File: src/rtl/sjfs_pkg.sv
// Shared types and constants for the shortest-job-first scheduler.
`default_nettype none

package sjfs_pkg;

    localparam int ID_W   = 8;
    localparam int ARR_W  = 16;
    localparam int BST_W  = 16;
    localparam int TIME_W = 24;

    localparam logic [TIME_W-1:0] TIME_MAX = {TIME_W{1'b1}};

    // Running candidate carried along the cell chain during one scan pass.
    typedef struct packed {
        logic             found;    // an eligible job has been seen
        logic [BST_W-1:0] burst;
        logic [ARR_W-1:0] arrival;
        logic [ID_W-1:0]  job_id;
        logic             pend;     // an unfinished job has been seen
        logic [ARR_W-1:0] min_arr;  // earliest arrival among unfinished jobs
    } sjfs_cand_t;

    typedef enum logic [1:0] {
        ST_LOAD,
        ST_SCAN,
        ST_DECIDE
    } sjfs_state_t;

endpackage

`default_nettype wire

File: src/rtl/sjfs_cell.sv
// One job slot of the scheduler chain: stores a job and updates the passing candidate.
`default_nettype none

module sjfs_cell #(
    parameter int CELL_IDX = 0,
    parameter int IDXW     = 6,
    parameter int CNTW     = 7
) (
    input  wire                           clk,
    input  wire                           rst_n,
    input  wire                           wr_en,
    input  wire  [IDXW-1:0]               wr_idx,
    input  wire  [sjfs_pkg::ID_W-1:0]     wr_id,
    input  wire  [sjfs_pkg::ARR_W-1:0]    wr_arr,
    input  wire  [sjfs_pkg::BST_W-1:0]    wr_burst,
    input  wire  [CNTW-1:0]               job_count,
    input  wire  [sjfs_pkg::TIME_W-1:0]   sched_clock,
    input  wire                           set_done,
    input  wire  [IDXW-1:0]               done_idx,
    input  wire                           clr_done,
    input  wire                           pass_in,
    input  wire  sjfs_pkg::sjfs_cand_t    cand_in,
    input  wire  [IDXW-1:0]               idx_in,
    output logic                          pass_out,
    output sjfs_pkg::sjfs_cand_t          cand_out,
    output logic [IDXW-1:0]               idx_out
);
    import sjfs_pkg::*;

    localparam logic [IDXW-1:0] MY_IDX = IDXW'(CELL_IDX);
    localparam logic [CNTW-1:0] MY_CNT = CNTW'(CELL_IDX);

    logic [ID_W-1:0]  id_reg;
    logic [ARR_W-1:0] arr_reg;
    logic [BST_W-1:0] burst_reg;
    logic             done_reg;
    logic             done_next;

    logic             pass_reg;
    sjfs_cand_t       cand_reg;
    sjfs_cand_t       cand_next;
    logic [IDXW-1:0]  idx_reg;
    logic [IDXW-1:0]  idx_next;

    logic occupied;
    logic pending;
    logic eligible;
    logic better;

    assign occupied = (MY_CNT < job_count);
    assign pending  = occupied && !done_reg;
    assign eligible = pending && ({{(TIME_W-ARR_W){1'b0}}, arr_reg} <= sched_clock);
    assign better   = !cand_in.found || (burst_reg < cand_in.burst) ||
                      ((burst_reg == cand_in.burst) && (arr_reg < cand_in.arrival));

    // Hold job payload; written once per load.
    always_ff @(posedge clk)
    begin
        if (wr_en && (wr_idx == MY_IDX))
        begin
            id_reg    <= wr_id;
            arr_reg   <= wr_arr;
            burst_reg <= wr_burst;
        end
    end

    always_comb
    begin
        done_next = done_reg;
        if (wr_en && (wr_idx == MY_IDX))
            done_next = 1'b0;
        if (set_done && (done_idx == MY_IDX))
            done_next = 1'b1;
        if (clr_done)
            done_next = 1'b0;
    end

    // Update the candidate; ties keep the lower index already in the packet.
    always_comb
    begin
        cand_next = cand_in;
        idx_next  = idx_in;
        if (eligible && better)
        begin
            cand_next.found   = 1'b1;
            cand_next.burst   = burst_reg;
            cand_next.arrival = arr_reg;
            cand_next.job_id  = id_reg;
            idx_next          = MY_IDX;
        end
        if (pending && (!cand_in.pend || (arr_reg < cand_in.min_arr)))
        begin
            cand_next.pend    = 1'b1;
            cand_next.min_arr = arr_reg;
        end
    end

    always_ff @(posedge clk or negedge rst_n)
    begin
        if (!rst_n)
        begin
            done_reg <= 1'b0;
            pass_reg <= 1'b0;
        end
        else
        begin
            done_reg <= done_next;
            pass_reg <= pass_in;
        end
    end

    always_ff @(posedge clk)
    begin
        cand_reg <= cand_next;
        idx_reg  <= idx_next;
    end

    assign pass_out = pass_reg;
    assign cand_out = cand_reg;
    assign idx_out  = idx_reg;

endmodule

`default_nettype wire

File: config.mk
export PLATFORM = sky130hd
export DESIGN_NAME = sjfs_cell
export DESIGN_NICKNAME = d
export VERILOG_FILES = /design/src/rtl/sjfs_pkg.sv /design/src/rtl/sjfs_cell.sv
export SDC_FILE = /design/constraint.sdc
export NUM_CORES = 1
export LEC_CHECK = 0
export ABC_CLOCK_PERIOD_IN_PS = 7730
export BUFFER_PORTS_ARGS = -buffer_cell sky130_fd_sc_hd__buf_2
export CORE_UTILIZATION = 51
export DETAILED_ROUTE_END_ITERATION = 7
export GPL_TIMING_DRIVEN = 0
export PLACE_DENSITY_LB_ADDON = 0.2
export RECOVER_POWER = 50
export SETUP_SLACK_MARGIN = 0.02
export SLEW_MARGIN = 10
export SYNTH_ARGS = -nofsm -noshare
export SYNTH_HDL_FRONTEND = slang
export SYNTH_SLANG_ARGS = --single-unit
File: constraint.sdc
create_clock -name clk -period 7.73 [get_ports clk]
set_input_delay 1.9325 -clock clk [delete_from_list [all_inputs] [get_ports clk]]
set_output_delay 1.9325 -clock clk [all_outputs]
set_load 0.05 [all_outputs]
==> results of run 1 <==
-- routing by layer --
| layer | wire [um] | share of wire (%) | global-route usage [%] | vias up |
|---|---|---|---|---|
| met2 | 5660 | 50 | 40.5 | 132 |
| met4 | 223 | 2.0 | 8.14 | 0 |
| met3 | 688 | 6.0 | 5.78 | 21 |
| met1 | 4810 | 42 | 26.9 | 1765 |
| met5 | 0 | 0 | 0 | - |
| li1 | - | - | - | 1926 |
-- Yosys cell counts, drive strengths merged, types with 3 or more instances --
master  number
o21ai        5
edfxtp      40
inv         62
mux2        56
nand4       12
nand3        7
o211ai       3
a21o         9
nor2b        9
dfxtp       64
nor2         6
nand2       10
nand2b       4
buf          4
nor4         4
ha          62
or4          3
a21oi       22
-- worst register-to-register path: cells and delay by family, from the launching register on --
kind | cells | cell delay, ns
AND/OR/NAND/NOR | 3 | 1.29
multiplexers | 1 | 0.36
adder cells (fa/ha/maj) | 1 | 0.33
buffers and inverters | 1 | 0.22
AO/OA/AOI/OAI | 2 | 0.69
flip-flops | 1 | 0.40
-- power by group --
part / internal, mW / leakage (nW) / total (mW) / switching, mW
logic: 0.0724 / 2.00 / 0.186 / 0.114
registers: 0.596 / 0.923 / 0.601 / 0.00533
clock network: 0.157 / 0.108 / 0.358 / 0.201
-- worst max path at each step --
stage / endpoint / startpoint / slack (ns) / depth (start not counted)
after detailed placement: cand_out[51] / cand_in[55] / 2.64 / 10
after global routing: cand_out[41] / cand_in[55] / 2.92 / 10
after global placement: done_reg / wr_idx[2] / -1.73 / 5
after floorplan: arr_reg[0] / wr_idx[2] / 0.73 / 2
after CTS: cand_out[51] / cand_in[55] / 3.05 / 10
final: cand_out[51] / cand_in[55] / 3.06 / 10
-- logic make-up (layout without fill, tap and decap cells) --
kind of cell / after synthesis / count (layout)
AO/OA/AOI/OAI: 51 / 51
adder cells (fa/ha/maj): 62 / 62
buffers and inverters: 67 / 306
flip-flops: 106 / 106
multiplexers: 56 / 56
AND/OR/NAND/NOR: 64 / 64
-- per-stage QoR --
stage	power, mW	cell area (um2)	std cells	setup TNS, ns	hold slack (ns)
floorplan	0.733	4930	406	0	0.432
global placement	0.798	6180	752	-68.84	0.447
detailed placement	0.804	6230	758	0	0.447
CTS	1.16	6440	774	0	0.478
global route	1.19	6360	774	0	0.495
finish	1.14	6360	774	0	0.471
-- final cells by class --
type	count	area [um2]	area share [%]
Sequential cell	106	2530	39.8
Multi-Input combinational cell	233	2120	33.4
Timing Repair Buffer	223	1050	16.5
Inverter	62	233	3.66
Tap cell	129	161	2.54
Clock buffer	9	124	1.95
Clock inverter	7	86.3	1.36
Buffer	5	48.8	0.767
==> metrics, run 1 <==
Synth Cell Area=4930 um2; clock slew at reported path FFs=0.10 ns; Area growth syn-to-layout=29.0%; hpwl dp=9360 um; yosys warns=0; area leader, netlist=dfxtp_1; maxcap violations=0; Area contributors post-synth=dfxtp_1, edfxtp_1, ha_1; initial drt markers=60; Worst Hold Launch=id_reg[7]; slowest cell on the critical path=or4_1; # H-tree levels=3; PwrDens=180 nW/um2; asr flop ratio synth=1.89%; critical path data required time=7.99 ns; utilization after layout=68.5%; largest net degree at the start of global routing=20; Hold Path Sink=cand_out[24]; Setup Fix Bufs, Post-CTS=0; number of setup violations in the final report=0; Hold Path Cell Cnt=1; drt first pass iters=4; port bufs=217; reg2reg setup slack=4.32 ns; Place WS=2.64 ns; Clk Latency, worst-skew pair=0.38 ns; main flop type after synthesis=dfxtp_1; Starting Density=53.1%; CP top delay family=simple AND/OR/NAND/NOR gates; Yosys cell types=40; syn_nets=621; total gr overflow=0; DRT antenna net count=0; Final Hold Violating Endpoints=0; post-synthesis sequential area ratio=51.3%; Relative slew margins=51.1%; Die Ht=100 um; vias in the first global route=3866; Slowest Stage Delay on Critical Path=0.59 ns; Fillers=772; core area=9280 um2; GP Congestion=0.783; root buffer cell=clkbuf_8; synthesized-area fraction occupied by and/or/nand/nor cells=7.46%; Reg2Reg Capture Point=cand_out[51]; crit path time final=4.67 ns; Hold Path Class=flip-flop to flip-flop; Largest register FFs=58; row cnt=35; most common cell after layout, fill and taps aside=buf_2; largest family of logic cells by synthesized area=adder cells; nets=855; hold_buf cts=0; XOR/XNOR Fraction of Synth Area=0%; Mean Syn Cell Area=12.1 um2; Die ar.=10100 um2; final period utilization=60.4%; R2R cell count=8; peak supply drop=0.163 mV; Layout Skew=0.0154 ns; Synth Register Bits=106; ant diodes=0; Vias/cell=4.97; most frequent cells in the layout=buf_2, clkbuf_1, dfxtp_1; I/O pin cnt=218; first-pass GRT wire length=17800 um; DRC Markers=0; via count=3844; Worst EP arrival=4.93 ns; Leak Pwr=3.03 nW; fin. max-slew vios=0; clk sinks=106; status=finished, final reports clean; crit start category=input port; post-synth top area share=26.0%; WS Path Type=input port to flip-flop; WL per Instance=14.7 um; crit-path cells=buf_2, inv_1, ha_1, nand4_1, or4_1, a211o_1, or4_4, a31oi_4, buf_6, mux2_2; CP max FO=10; proportion of layout cells with a drive suffix above 1=36.6%; Total GRT Usage=22.9%; RSZ-0062 raised after global routing=no; post-cts resize count=0; worst slew pin tran=0.715 ns; Max Fclk=214 MHz; Buf+Inv Stages, Crit Path=3; Post-synth EDFFs=40; compound-gate portion of the synthesized area=6.98%; mux cell area share after synthesis=12.8%; initial antenna violation count=0; PnR worst setup slack=3.06 ns; R2R Path Start=burst_reg[14]; wirelength, routed=11400 um; clock buffer depth=2; Inserted Clock Buffers=9; TritonCTS clock tree=yes; crit end category=flip-flop; Die Width=100 um; Post-Synthesis Cells=406; adder-cell share of the synthesized area=15.7%
(Power assumes the default switching activity.)
==> inputs of run 2 (changes only) <==
--- a/config.mk
+++ b/config.mk
@@ -5,9 +5,10 @@
 export SDC_FILE = /design/constraint.sdc
 export NUM_CORES = 1
 export LEC_CHECK = 0
-export ABC_CLOCK_PERIOD_IN_PS = 7730
+export ABC_AREA = 1
+export ABC_CLOCK_PERIOD_IN_PS = 4050
 export BUFFER_PORTS_ARGS = -buffer_cell sky130_fd_sc_hd__buf_2
-export CORE_UTILIZATION = 51
+export CORE_UTILIZATION = 44
 export DETAILED_ROUTE_END_ITERATION = 7
 export GPL_TIMING_DRIVEN = 0
 export PLACE_DENSITY_LB_ADDON = 0.2
==> constraint.sdc (replaced) <==
create_clock -name clk -period 4.05 [get_ports clk]
set_input_delay 1.0125 -clock clk [delete_from_list [all_inputs] [get_ports clk]]
set_output_delay 1.0125 -clock clk [all_outputs]
set_load 0.05 [all_outputs]
==> metrics, run 2 <==
Final Instance Area=6740 um2 (+5.9%); # H-tree levels=3 (unchanged); commonest cells in the netlist=nand2_1, inv_1, dfxtp_1, ha_1, nand3_1; CP max FO=12 (+2); clock buffer depth=2 (unchanged); Synth Register Bits=106 (unchanged); drt first pass iters=6 (+2); RSZ-0062 raised after global routing=no; Layout Skew=0.0115 ns (-0.00392 ns); Synth Cell Area=5220 um2 (+5.9%); most frequent cells in the layout=nand2_1, buf_2, inv_1; Post-Synthesis Cells=606 (+49%); post-synthesis sequential area ratio=48.5% (-2.8 points); Total GRT Usage=22.1% (-0.83 points); crit-path cells=buf_2, or2_2, nor4_1, buf_6, buf_6; utilization after layout=58.8% (-9.8 points); Vias/cell=4.78 (-3.8%); Mean Syn Cell Area=8.62 um2 (-29%); PwrDens=360 nW/um2 (+100%); root buffer cell=clkbuf_16; TritonCTS clock tree=yes; Area contributors post-synth=dfxtp_1, edfxtp_1, ha_1; port bufs=217 (unchanged); number of setup violations in the final report=0 (unchanged); top-count cell post-synth=nand2_1; clk sinks=106 (unchanged); TNS Setup=0 ns (unchanged); Largest register FFs=58 (unchanged); nets=1052 (+23%); critical path data required time=4.11 ns (-3.88 ns); proportion of layout cells with a drive suffix above 1=23.4% (-13 points); Starting Density=45.5% (-7.6 points); Relative slew margins=-8.72% (-60 points); via count=4708 (+22%); slowest cell on the critical path=nor4_1; R2R cell count=10 (+2); DRC Markers=0 (unchanged); Die Width=111 um (+11%); Leak Pwr=3.61 nW (+19%); core area=11500 um2 (+24%); syn_nets=821 (+32%); final period utilization=76.5%; Worst EP arrival=3.16 ns (-1.77 ns); hold_buf cts=0 (unchanged); yosys warns=0 (unchanged); crit end category=flip-flop; clock slew at reported path FFs=0.07 ns (-0.03 ns); WS Path Type=input port to flip-flop; fin. max-slew vios=8 (+8); row cnt=39 (+11%); status=finished, violations left; Hold Path Class=input port to asynchronous set/reset pin; Setup Fix Bufs, Post-CTS=0 (unchanged); initial drt markers=187 (+210%); crit start category=input port; ant diodes=0 (unchanged); Yosys cell types=29 (-28%); Die ar.=12300 um2 (+22%); Slowest Stage Delay on Critical Path=1.27 ns (+0.68 ns); initial antenna violation count=0 (unchanged); most common cell after layout, fill and taps aside=nand2_1; Fillers=1071 (+39%); WL per Instance=13.3 um (-9.6%); first-pass GRT wire length=21300 um (+20%); Clk Latency, worst-skew pair=0.36 ns (-0.02 ns); Die Ht=111 um (+11%); most used cell, CP=buf_6; Placed Instance Area=6540 um2 (+4.9%); wirelength, routed=13100 um (+15%); post-synth top area share=24.5% (-1.4 points); PnR worst setup slack=0.953 ns (-2.11 ns); total power draw=2.43 mW (+110%); main flop type after synthesis=dfxtp_1; area leader, netlist=dfxtp_1; crit path time final=3.10 ns; hpwl dp=10600 um (+13%); Max Fclk=323 MHz; asr flop ratio synth=1.89% (unchanged); Area growth syn-to-layout=29.1% (about the same); failing checks=max-capacitance violations, max-slew violations; Inserted Clock Buffers=9 (unchanged); worst slew pin tran=1.62 ns (+0.900 ns); peak supply drop=0.242 mV (+49%); largest net degree at the start of global routing=18 (-10%); Post-synth EDFFs=40 (unchanged); DRT antenna net count=0 (unchanged); GP Congestion=0.822 (+5.0%); Final Hold Violating Endpoints=0 (unchanged); total gr overflow=0 (unchanged); vias in the first global route=4679 (+21%); maxcap violations=1 (+1); Place WS=1.17 ns (-1.47 ns); post-cts resize count=0 (unchanged); I/O pin cnt=218 (unchanged)
run 2: changes by cell type in the layout (fill, tap and decap cells not counted), sizes merged, moves of 3 or more:
cell | before | now
or4 | 3 | 0
nand4 | 12 | 3
a21o | 9 | 5
nand2 | 10 | 194
nand3 | 7 | 61
nand2b | 4 | 1
a21boi | 0 | 6
inv | 66 | 84
mux2 | 56 | 0
buf | 164 | 174
nor2b | 9 | 0
nor2 | 6 | 31
o211ai | 3 | 0
run 2: critical path: cells and delay by family:
kind          cells  cell delay [ns]
simple gates      2             1.55
buf+inv           3             0.59
run 2: kinds of logic after synthesis:
logic type               count (synthesis)  share of synthesized area [%]
adder cells (fa/ha/maj)                 62                           14.9
flip-flops                             106                           48.5
buffers and inverters                  100                           8.53
AO/OA/AOI/OAI                           40                           4.58
AND/OR/NAND/NOR                        298                           23.5
run 2: worst paths after layout:
check / slack, ns / end / from
worst max-delay path: 0.95 / burst_reg[1] / wr_idx[3]
worst min-delay path: 0.44 / pass_out / rst_n
worst max register to register: 1.76 / cand_out[5] / arr_reg[15]
worst min register to register: 0.48 / cand_out[20] / id_reg[3]
max in group asynchronous: 3.47 / done_reg / rst_n
min in group clk: 0.48 / cand_out[20] / id_reg[3]
run 2: through the flow:
step,cells,hold slack (ns)
after floorplan,606,0.449
after global placement,966,0.454
after detailed placement,969,0.463
after CTS,985,0.421
after global routing,985,0.438
final,985,0.438
run 2: area by class of cell:
type | instances | area [um2] | area share (%)
Timing Repair Buffer | 220 | 1050 | 15.6
Inverter | 83 | 312 | 4.62
Clock buffer | 12 | 256 | 3.81
Clock inverter | 4 | 32.5 | 0.483
Sequential cell | 106 | 2530 | 37.6
Tap cell | 143 | 179 | 2.66
Multi-Input combinational cell | 400 | 2240 | 33.3
Buffer | 17 | 134 | 1.99
run 2: routing by layer:
| layer | track usage [%] | vias up | wire (um) |
|---|---|---|---|
| li1 | - | 2415 | - |
| met5 | 0 | - | 0 |
| met3 | 3.99 | 17 | 764 |
| met4 | 9.33 | 0 | 242 |
| met1 | 25.5 | 2110 | 5500 |
| met2 | 39.9 | 166 | 6590 |
run 2: power breakdown:
group / internal (mW) / switching (mW) / total [mW]
logic: 0.134 / 0.280 / 0.414
registers: 1.15 / 0.0126 / 1.16
clock network: 0.456 / 0.400 / 0.856
total: 1.74 / 0.693 / 2.43
==> inputs of run 3 (changes only) <==
--- a/config.mk
+++ b/config.mk
@@ -6,7 +6,7 @@
 export NUM_CORES = 1
 export LEC_CHECK = 0
 export ABC_AREA = 1
-export ABC_CLOCK_PERIOD_IN_PS = 4050
+export ABC_CLOCK_PERIOD_IN_PS = 2600
 export BUFFER_PORTS_ARGS = -buffer_cell sky130_fd_sc_hd__buf_2
 export CORE_UTILIZATION = 44
 export DETAILED_ROUTE_END_ITERATION = 7
==> constraint.sdc (replaced) <==
create_clock -name clk -period 2.6 [get_ports clk]
set_input_delay 0.65 -clock clk [delete_from_list [all_inputs] [get_ports clk]]
set_output_delay 0.65 -clock clk [all_outputs]
set_load 0.05 [all_outputs]
==> metrics, run 3 (synthesis gave the netlist of run 2 again) <==
Die Width=111 um (unchanged); utilization after layout=59.4% (+0.61 points); TritonCTS clock tree=yes; clock share of power=38.7% (+3.5 points); initial drt markers=277 (+48%); Area growth syn-to-layout=30.4%; WS Path Type=flip-flop to flip-flop; CP top delay family=simple AND/OR/NAND/NOR gates; crit-path cells=ha_1, a21oi_1, o21ai_0, nor2_1, nand2_1, nand2_2, nand2_1, buf_4, nand2_1, nand2_1; Place WS=0.0647 ns (-1.10 ns); clock slew at reported path FFs=0.07 ns (about the same); register area=2530 um2 (unchanged); most frequent cells in the layout=nand2_1, buf_2, inv_1; hold_buf cts=0 (unchanged); crit path time final=2.33 ns; core area=11500 um2 (unchanged); final period utilization=89.6%; fin. max-slew vios=0 (-8); Logic pwr share=16.3% (-0.8 points); RSZ-0062 raised after global routing=no; Die Ht=111 um (unchanged); Inserted Clock Buffers=9 (unchanged); Die ar.=12300 um2 (unchanged); initial antenna violation count=0 (unchanged); Leak Pwr=3.64 nW (+0.94%); # H-tree levels=3 (unchanged); PnR worst setup slack=0.271 ns (-0.682 ns); Max Fclk=429 MHz; CP max FO=10 (-2); Relative slew margins=56.5% (+65 points); Hold Path Class=input port to asynchronous set/reset pin; port bufs=217 (unchanged); Buf+Inv Stages, Crit Path=1 (-2); nets=1052 (unchanged); Largest register FFs=58 (unchanged); vias in the first global route=4872 (+4.1%); clock buffer depth=2 (unchanged); row cnt=39 (unchanged); Final Hold Violating Endpoints=0 (unchanged); via count=4716 (+0.17%); P_sw=1.08 mW (+56%); slowest cell on the critical path=edfxtp_1; proportion of layout cells with a drive suffix above 1=23.4% (unchanged); crit end category=flip-flop; Clk Latency, worst-skew pair=0.35 ns (about the same); Total GRT Usage=23.0% (+0.94 points); multi-input logic area=2260 um2 (+0.67%); Starting Density=45.5% (unchanged); Fillers=1041 (-2.8%); Slowest Stage Delay on Critical Path=0.52 ns (-0.75 ns); I/O pin cnt=218 (unchanged); Reg power frac=45.0% (-2.7 points); root buffer cell=clkbuf_16; maxcap violations=0 (-1); Final Instance Area=6810 um2 (+1.0%); most used cell, CP=nand2_1; wirelength, routed=13500 um (+3.1%); DRC Markers=0 (unchanged); switch share=26.9% (-1.7 points); crit start category=flip-flop; status=finished, final reports clean; Reg2Reg Capture Point=cand_out[14]; critical path data required time=2.84 ns (-1.27 ns); post-cts resize count=0 (unchanged); worst slew pin tran=0.656 ns (-0.960 ns); peak supply drop=0.426 mV (+76%); R2R cell count=10 (unchanged); first-pass GRT wire length=22300 um (+4.7%); WHS=0.0649 ns (-0.373 ns); largest net degree at the start of global routing=18 (unchanged); Worst EP arrival=2.56 ns (-0.60 ns); PwrDens=589 nW/um2 (+63%); Setup Fix Bufs, Post-CTS=0 (unchanged); WL per Instance=13.7 um (+3.1%); ant diodes=0 (unchanged); hpwl dp=10900 um (+2.9%); P_int=2.93 mW (+69%); GP Congestion=0.871 (+5.9%); Vias/cell=4.79 (+0.17%); reg2reg setup slack=0.27 ns (-1.49 ns); total gr overflow=0 (unchanged); R2R Path Start=arr_reg[15]; Placed Instance Area=6540 um2 (about the same); Layout Skew=0.00845 ns (-0.00303 ns); most common cell after layout, fill and taps aside=nand2_1; clk sinks=106 (unchanged); number of setup violations in the final report=0 (unchanged); drt first pass iters=5 (-1); DRT antenna net count=0 (unchanged)
-- run 3: power by group through the flow --
stage                     clock [mW]  combinational, mW  sequential [mW]
after global routing            1.65              0.717             1.81
after detailed placement           0              0.668             1.84
final                           1.55              0.652             1.80
after CTS                       1.58              0.672             1.80
after global placement             0              0.650             1.84
after floorplan                    0              0.208             2.05
-- run 3: through the flow --
step	setup TNS, ns	cells	power (mW)
2_1_floorplan	-5.91	606	2.26
3_3_place_gp	-35.76	966	2.49
3_5_place_dp	0	969	2.51
4_1_cts	0	985	4.06
5_1_grt	0	985	4.18
6_report	0	985	4.01
-- run 3: routing by layer --
layer  vias to the layer above  track usage [%]  share of wire (%)
met2                       154             42.1                 52
met1                      2117             26.4                 41
met3                        24             4.05                5.1
met4                         0             9.24                2.0
li1                       2421                -                  -
met5                         -                0                  0
-- run 3: worst max path at each step --
| stage | from | endpoint | slack (ns) | depth (start not counted) |
|---|---|---|---|---|
| 6_report | arr_reg[15] | cand_out[14] | 0.27 | 10 |
| 2_1_floorplan | wr_idx[3] | arr_reg[0] | -0.14 | 2 |
| 3_5_place_dp | cand_in[15] | cand_out[14] | 0.06 | 12 |
| 3_3_place_gp | wr_idx[3] | arr_reg[13] | -0.88 | 3 |
| 4_1_cts | arr_reg[15] | cand_out[14] | 0.30 | 10 |
| 5_1_grt | arr_reg[13] | cand_out[29] | 0.12 | 12 |
-- run 3: area by class of cell --
cell class,count,share of cell area [%]
Clock buffer,12,3.93
Buffer,17,1.97
Sequential cell,106,37.2
Tap cell,143,2.63
Clock inverter,4,1.18
Multi-Input combinational cell,400,33.2
Timing Repair Buffer,220,15.4
Inverter,83,4.58
